File: src/hw/rtl/gcss_pkg.sv
// Shared constants and types of the glyph cache slot select block.
`default_nettype none
package gcss_pkg;

  localparam int GCSS_SLOTS_DEF = 16;
  localparam int CODE_W         = 16;
  localparam int GWIDTH_W       = 8;
  localparam int SLOT_OUT_W     = 4;
  localparam int STAMP_W        = 32;

  localparam logic [STAMP_W-1:0] STAMP_MAX   = 32'hffff_ffff;
  localparam logic [STAMP_W-1:0] STAMP_RESET = 32'd1;

  typedef struct packed {
    logic [SLOT_OUT_W-1:0] slot;
    logic                  hit;
    logic [GWIDTH_W-1:0]   cached_width;
  } gcss_res_t;

endpackage
`default_nettype wire

File: src/hw/rtl/glyph_cache_slot_select.sv
// Top level of the glyph cache slot select block: input register, directory, result register.
// Takes one item per cycle while in_stall is low and returns one result per item, via the input and result registers.
// An item waits in the input register; as it moves to the result register the tag compare
// and the first-smallest-stamp tree over all SLOTS entries run as it moves, and a miss
// writes the victim slot at the same edge, so the following item sees the updated directory.
// Replacement is in load order (hits leave stamps alone); all tags start at code 0.
`default_nettype none
module glyph_cache_slot_select
  import gcss_pkg::*;
#(
  parameter int SLOTS = GCSS_SLOTS_DEF
) (
  input  wire logic                  clk,
  input  wire logic                  rst_n,
  input  wire logic                  in_valid,
  output logic                       in_stall,
  input  wire logic [CODE_W-1:0]     in_char_code,
  input  wire logic [GWIDTH_W-1:0]   in_glyph_width,
  output logic                       out_valid,
  input  wire logic                  out_stall,
  output logic      [SLOT_OUT_W-1:0] out_slot,
  output logic                       out_hit,
  output logic      [GWIDTH_W-1:0]   out_cached_width
);

  logic                s1_valid_r;
  logic [CODE_W-1:0]   s1_code_r;
  logic [GWIDTH_W-1:0] s1_gwidth_r;
  logic                out_valid_r;
  gcss_res_t           out_r;
  gcss_res_t           res;
  logic                s1_go;
  logic                in_take;

  assign s1_go   = s1_valid_r && (!out_valid_r || !out_stall);
  assign in_stall = s1_valid_r && !s1_go;
  assign in_take = in_valid && !in_stall;

  gcss_dir #(.SLOTS(SLOTS)) u_dir (
    .clk    (clk),
    .rst_n  (rst_n),
    .go     (s1_go),
    .code   (s1_code_r),
    .gwidth (s1_gwidth_r),
    .res    (res)
  );

  always_ff @(posedge clk) begin
    if (!rst_n) begin
      s1_valid_r  <= 1'b0;
      out_valid_r <= 1'b0;
    end else begin
      if (in_take) begin
        s1_valid_r <= 1'b1;
      end else if (s1_go) begin
        s1_valid_r <= 1'b0;
      end
      if (s1_go) begin
        out_valid_r <= 1'b1;
      end else if (!out_stall) begin
        out_valid_r <= 1'b0;
      end
    end
  end

  always_ff @(posedge clk) begin
    if (in_take) begin
      s1_code_r   <= in_char_code;
      s1_gwidth_r <= in_glyph_width;
    end
    if (s1_go) begin
      out_r <= res;
    end
  end

  assign out_valid        = out_valid_r;
  assign out_slot         = out_r.slot;
  assign out_hit          = out_r.hit;
  assign out_cached_width = out_r.cached_width;

endmodule
`default_nettype wire

File: src/hw/rtl/gcss_first_min.sv
// Comparison tree that finds the lowest-numbered entry holding the smallest stamp.
`default_nettype none
module gcss_first_min
  import gcss_pkg::*;
#(
  parameter int SLOTS = GCSS_SLOTS_DEF
) (
  input  wire logic [STAMP_W-1:0]         stamp [SLOTS],
  output logic      [$clog2(SLOTS)-1:0]   idx
);

  localparam int IW = $clog2(SLOTS);
  localparam int P  = 1 << IW;

  logic [STAMP_W-1:0] nv [2*P-1];
  logic [IW-1:0]      ni [2*P-1];

  for (genvar i = 0; i < P; i++) begin : g_leaf
    if (i < SLOTS) begin : g_real
      assign nv[P-1+i] = stamp[i];
    end else begin : g_pad
      assign nv[P-1+i] = STAMP_MAX;
    end
    assign ni[P-1+i] = IW'(i);
  end

  for (genvar n = 0; n < P-1; n++) begin : g_node
    logic take_right;
    assign take_right = nv[2*n+2] < nv[2*n+1];
    assign nv[n] = take_right ? nv[2*n+2] : nv[2*n+1];
    assign ni[n] = take_right ? ni[2*n+2] : ni[2*n+1];
  end

  assign idx = ni[0];

endmodule
`default_nettype wire

File: src/hw/rtl/gcss_first_hit.sv
// Priority tree that finds the lowest-numbered matching tag.
`default_nettype none
module gcss_first_hit
  import gcss_pkg::*;
#(
  parameter int SLOTS = GCSS_SLOTS_DEF
) (
  input  wire logic [SLOTS-1:0]         match,
  output logic                          hit,
  output logic      [$clog2(SLOTS)-1:0] idx
);

  localparam int IW = $clog2(SLOTS);
  localparam int P  = 1 << IW;

  logic          nh [2*P-1];
  logic [IW-1:0] ni [2*P-1];

  for (genvar i = 0; i < P; i++) begin : g_leaf
    if (i < SLOTS) begin : g_real
      assign nh[P-1+i] = match[i];
    end else begin : g_pad
      assign nh[P-1+i] = 1'b0;
    end
    assign ni[P-1+i] = IW'(i);
  end

  for (genvar n = 0; n < P-1; n++) begin : g_node
    assign nh[n] = nh[2*n+1] | nh[2*n+2];
    assign ni[n] = nh[2*n+1] ? ni[2*n+1] : ni[2*n+2];
  end

  assign hit = nh[0];
  assign idx = ni[0];

endmodule
`default_nettype wire

File: src/hw/rtl/gcss_dir.sv
// Slot directory: tag, stamp and width registers, lookup and replacement.
`default_nettype none
module gcss_dir
  import gcss_pkg::*;
#(
  parameter int SLOTS = GCSS_SLOTS_DEF
) (
  input  wire logic                clk,
  input  wire logic                rst_n,
  input  wire logic                go,
  input  wire logic [CODE_W-1:0]   code,
  input  wire logic [GWIDTH_W-1:0] gwidth,
  output gcss_res_t                res
);

  localparam int IW = $clog2(SLOTS);

  logic [CODE_W-1:0]   tag_r   [SLOTS];
  logic [STAMP_W-1:0]  stamp_r [SLOTS];
  logic [GWIDTH_W-1:0] width_r [SLOTS];
  logic [STAMP_W-1:0]  cnt_r;

  logic [SLOTS-1:0] match;
  logic             hit;
  logic [IW-1:0]    hit_idx;
  logic [IW-1:0]    victim;
  logic [IW-1:0]    sel;

  for (genvar i = 0; i < SLOTS; i++) begin : g_cmp
    assign match[i] = tag_r[i] == code;
  end

  gcss_first_hit #(.SLOTS(SLOTS)) u_hit (
    .match (match),
    .hit   (hit),
    .idx   (hit_idx)
  );

  gcss_first_min #(.SLOTS(SLOTS)) u_min (
    .stamp (stamp_r),
    .idx   (victim)
  );

  assign sel              = hit ? hit_idx : victim;
  assign res.slot         = SLOT_OUT_W'(sel);
  assign res.hit          = hit;
  assign res.cached_width = hit ? width_r[hit_idx] : gwidth;

  always_ff @(posedge clk) begin
    if (!rst_n) begin
      for (int i = 0; i < SLOTS; i++) begin
        tag_r[i]   <= '0;
        stamp_r[i] <= '0;
        width_r[i] <= '0;
      end
      cnt_r <= STAMP_RESET;
    end else if (go && !hit) begin
      tag_r[victim]   <= code;
      stamp_r[victim] <= cnt_r;
      width_r[victim] <= gwidth;
      cnt_r           <= cnt_r + STAMP_W'(1);
    end
  end

`ifndef ASSERT_OFF
  a_cnt_step: assert property (@(posedge clk) disable iff (!rst_n)
    rst_n && go && !hit |=> cnt_r == $past(cnt_r) + STAMP_W'(1))
    else $error("stamp counter did not advance on a miss");

  a_cnt_hold: assert property (@(posedge clk) disable iff (!rst_n)
    rst_n && !(go && !hit) |=> $stable(cnt_r))
    else $error("stamp counter moved without a miss");

  a_fill: assert property (@(posedge clk) disable iff (!rst_n)
    rst_n && go && !hit |=> tag_r[$past(victim)] == $past(code))
    else $error("victim slot not loaded with the requested code");

  a_miss_width: assert property (@(posedge clk) disable iff (!rst_n)
    go && !hit |-> res.cached_width == gwidth && res.slot == SLOT_OUT_W'(victim))
    else $error("miss result does not name the victim");
`endif

endmodule
`default_nettype wire
File: config.mk
export PLATFORM = sky130hd
export DESIGN_NAME = glyph_cache_slot_select
export DESIGN_NICKNAME = d
export VERILOG_FILES = /design/src/hw/rtl/gcss_pkg.sv /design/src/hw/rtl/glyph_cache_slot_select.sv /design/src/hw/rtl/gcss_first_min.sv /design/src/hw/rtl/gcss_first_hit.sv /design/src/hw/rtl/gcss_dir.sv
export SDC_FILE = /design/constraint.sdc
export NUM_CORES = 2
export LEC_CHECK = 0
export BUFFER_PORTS_ARGS = -buffer_cell sky130_fd_sc_hd__buf_4
export CAP_MARGIN = 25
export CORE_MARGIN = 3
export CORE_UTILIZATION = 64
export DETAILED_ROUTE_END_ITERATION = 10
export GPL_TIMING_DRIVEN = 0
export PLACE_DENSITY_LB_ADDON = 0.08
export SLEW_MARGIN = 30
export SYNTH_ARGS = -nofsm -noshare
export SYNTH_HDL_FRONTEND = slang
export SYNTH_SLANG_ARGS = --single-unit
File: constraint.sdc
create_clock -name clk -period 15.5 [get_ports clk]
set_clock_uncertainty 0.2 [all_clocks]
set_input_delay 0.775 -clock clk [delete_from_list [all_inputs] [get_ports clk]]
set_output_delay 0.775 -clock clk [all_outputs]
set_load 0.01 [all_outputs]
==> metrics.log <==
INFO  metric cp-end-kind = flop
INFO  metric maxSlewHeadroom = 0.2519
INFO  metric synth-seq-area-share = 0.4418
INFO  metric floorplan.rows = 105
INFO  metric setup.worst_path.end = u_dir.tag_r[11][13]$_SDFFCE_PN0P_
INFO  metric worstRegToRegCells = 54
INFO  metric cts_post_setup_buffers_inserted = 0
INFO  metric ys_async_sr_fraction = 0
INFO  metric maxClockFrequency = 67.13 MHz
INFO  metric floorplan.die.height = 294.7 um
INFO  metric worstPathArrival = 15.07 ns
INFO  metric worst-r2r-setup-slack = 0.60 ns
INFO  metric cts-buffers-inserted = 101
INFO  metric netlist_instances = 5644
INFO  metric dpl.hpwl = 125.8 mm
INFO  metric finalWirelength = 168.4 mm
INFO  metric finalHoldViolations = 0
INFO  metric outcome = complete, no violations
INFO  metric vdd_drop_max = 851.3 uV
INFO  metric clk_transition_reported_paths = 0.06 ns
INFO  metric filler_cell_count = 6390
INFO  metric placed_cells = 6761
INFO  metric postSynthRegisterBits = 967
INFO  metric first_global_vias = 42111
INFO  metric global_route.overflow_total = 0
INFO  metric synth_cell_type_count = 79
INFO  metric design.portCount = 43
INFO  metric grtUsageTotal = 0.3802
INFO  metric cp_max_fo = 16
INFO  metric fp.dieW = 294.7 um
INFO  metric gp_routability_congestion = 0.9921
INFO  metric worst-setup-path-type = reg2reg
INFO  metric syn_nets = 6134
INFO  metric crit_top_cell = sky130_fd_sc_hd__a21oi_1
INFO  metric detail-route-antenna-nets = 0
INFO  metric crit_path_start_kind = flop
INFO  metric crit_path_max_incr_delay = 0.50 ns
INFO  metric crit_path_start = u_dir.stamp_r[289]$_SDFFE_PN0P_
INFO  metric drt-vias-per-instance = 6.370
INFO  metric cts_tree = yes
INFO  metric timing.rr.end = u_dir.tag_r[11][13]$_SDFFCE_PN0P_
INFO  metric final_period_minus_worst_setup_slack = 14.90 ns
INFO  metric detailedRoute.firstIterationViolations = 4698
INFO  metric min_from = in_glyph_width[7]
INFO  metric synthFlopType = sky130_fd_sc_hd__dfxtp_1
INFO  metric htreeDepth = 3
INFO  metric regToRegStartpoint = u_dir.stamp_r[289]$_SDFFE_PN0P_
INFO  metric place.port_buffers = 41
INFO  metric worst_pin_slew = 1.108 ns
INFO  metric setup_viol_count_final = 0
INFO  metric synthesis.area = 0.05336 mm^2
INFO  metric final_core_util = 0.7118
INFO  metric final_min_period_over_clock_period = 0.9611
INFO  metric cts.root.buffer_cell = sky130_fd_sc_hd__clkbuf_16
INFO  metric timing.final.max_slew_violations = 0
INFO  metric detailroute.via_count = 44239
INFO  metric core_area = 0.08237 mm^2
INFO  metric hold_class = in2reg
INFO  metric route.detailed.drc = 0
INFO  metric critPathRequiredTime = 15.67 ns
INFO  metric critical_path.slowest_cell = sky130_fd_sc_hd__or4_1
INFO  metric finish.cell_count_without_fillers = 6945
INFO  metric syn2layout_area_growth = 9.883%
INFO  metric grt_first_pass_wirelength = 251.9 mm
INFO  metric max_cap_violations = 0
INFO  metric cts_num_sinks = 967
INFO  metric total_leakage_power = 24.37 nW
INFO  metric cts_hold_buf = 0
INFO  metric number_of_flops_mapped_to_enable_cells_by_yosys = 421
INFO  metric die-area = 0.08687 mm^2
INFO  metric power_density = 210.1 mW/mm^2
INFO  metric drt_pre_antenna_iters = 6
INFO  metric grt_max_degree = 25
INFO  metric antenna_found_initial = 1
INFO  metric initial_utilization = 0.6478
INFO  metric synth-warning-count = 0
INFO  metric insertion_delay = 0.69 ns
INFO  metric post_synth.cell_area_avg = 9.454 um^2
INFO  metric layout.nets = 6284
INFO  metric wl_per_cell = 24.25 um
INFO  metric n_antenna_cell = 0
INFO  metric cts-root-to-sink-buffers = 3
INFO  metric drive_gt1_frac = 0.07183
==> where the power goes <==
group	switching (mW)	internal, mW
Combinational	5.10	1.65
Clock	1.07	1.43
Sequential	0.0759	2.99
Total	6.25	6.07
==> how the worst min path moves through the flow <==
stage | to | slack (ns) | cells past startpoint
after CTS | s1_gwidth_r[7]$_DFFE_PP_ | 0.04 | 1
after global routing | s1_gwidth_r[2]$_DFFE_PP_ | 0.06 | 1
after detailed placement | u_dir.stamp_r[253]$_SDFFE_PN0P_ | 0.25 | 1
after floorplan | u_dir.stamp_r[251]$_SDFFE_PN0P_ | 0.24 | 1
after global placement | u_dir.stamp_r[253]$_SDFFE_PN0P_ | 0.25 | 1
final | s1_gwidth_r[7]$_DFFE_PP_ | 0.06 | 1
==> registers in the layout (all words and copies together), names as in the netlist, 4 cells and up <==
signal	cells
out_slot	4
out_cached_width	8
u_dir.cnt_r	32
u_dir.stamp_r	512
u_dir.tag_r	256
s1_code_r	16
u_dir.width_r	128
s1_gwidth_r	8
==> critical path: cells and delay by family, from the launching register on <==
kind,cells,cell delay (ns)
fa+ha+maj,4,1.18
simple gates,16,3.62
mux,2,0.44
buf+inv,12,3.35
compound gates,20,5.40
flops,1,0.37
==> layout make-up <==
class	instances	area, um^2	area share
Buffer	399	1902	0.03244
Clock buffer	124	2715	0.04631
Clock inverter	60	673.1	0.01148
Inverter	375	1408	0.02401
Multi-Input combinational cell	3903	26580	0.4534
Sequential cell	967	23570	0.4020
Tap cell	1070	1339	0.02283
Timing Repair Buffer	47	442.9	0.007554
==> per-stage QoR <==
step | area, um^2 | hold slack, ns | TNS, ns | setup WS [ns] | power [mW]
after floorplan | 53360 | 0.2393 | 0 | 3.420 | 7.042
after global placement | 55010 | 0.2470 | -273.40 | -1.107 | 9.325
after detailed placement | 55170 | 0.2521 | -134.96 | -0.5645 | 9.499
after CTS | 58600 | 0.04440 | 0 | 0.001057 | 11.99
after global routing | 58630 | 0.06136 | -0.004063 | -0.002036 | 12.66
final | 58630 | 0.05945 | 0 | 0.6029 | 12.32
==> Yosys cell counts (35+ instances only) <==
cell | number | area share
sky130_fd_sc_hd__inv_1 | 373 | 0.026
sky130_fd_sc_hd__a32o_1 | 65 | 0.012
sky130_fd_sc_hd__nand3_1 | 49 | 0.0046
sky130_fd_sc_hd__clkbuf_1 | 233 | 0.016
sky130_fd_sc_hd__o21ai_0 | 222 | 0.021
sky130_fd_sc_hd__and3_1 | 38 | 0.0045
sky130_fd_sc_hd__nand2_1 | 503 | 0.035
sky130_fd_sc_hd__ha_1 | 462 | 0.11
sky130_fd_sc_hd__nor2_1 | 555 | 0.039
sky130_fd_sc_hd__nor4_1 | 59 | 0.0069
sky130_fd_sc_hd__o22ai_1 | 159 | 0.019
sky130_fd_sc_hd__a21oi_1 | 451 | 0.042
sky130_fd_sc_hd__xnor2_1 | 82 | 0.013
sky130_fd_sc_hd__nor3_1 | 35 | 0.0033
sky130_fd_sc_hd__and2_1 | 201 | 0.024
sky130_fd_sc_hd__dfxtp_1 | 546 | 0.20
sky130_fd_sc_hd__nand4_1 | 100 | 0.012
sky130_fd_sc_hd__mux2i_1 | 144 | 0.027
sky130_fd_sc_hd__buf_2 | 96 | 0.0090
sky130_fd_sc_hd__edfxtp_1 | 421 | 0.24
sky130_fd_sc_hd__xor2_1 | 201 | 0.033
sky130_fd_sc_hd__a21o_1 | 48 | 0.0068
sky130_fd_sc_hd__a22o_1 | 266 | 0.044
==> placed cells by master, fill, tap and decap left out, drive strengths merged, types with 26 or more instances in the layout <==
cell,n
ha,462
nor4,62
nand3,49
xnor2,82
and4,32
a21o,48
clkinv,47
o21ai,227
nor3,35
xor2,201
and3,38
dfxtp,546
clkbuf,359
and2,205
nor2b,26
nand2,504
buf,211
mux2i,144
inv,373
nand4,100
a22o,266
a21oi,454
nor2,555
a32o,65
o22ai,159
edfxtp,421
==> timing repair <==
action	4_1_cts	5_1_grt
endpoints found under the setup margin	708	1283
pin swaps	0	0
hold endpoints to repair	0	0
gates resized for setup	10	16
==> metal layers <==
metal	up-vias	track usage	part of all wire
met4	2	0.1809	0.051
li1	20402	-	-
met1	21157	0.5173	0.41
met2	2264	0.5985	0.44
met5	-	0	0.000065
met3	414	0.05734	0.095
==> cell families after synthesis <==
kind of cell / after synthesis / share of synthesized area
AND/OR/NAND/NOR: 1652 / 0.1465
AO/OA/AOI/OAI: 1352 / 0.1661
flip-flops: 967 / 0.4418
buffers and inverters: 774 / 0.06169
adder cells (fa/ha/maj): 463 / 0.1085
XOR/XNOR: 283 / 0.04645
multiplexers: 153 / 0.02898
Note: power is estimated with default switching activity, not from simulation.
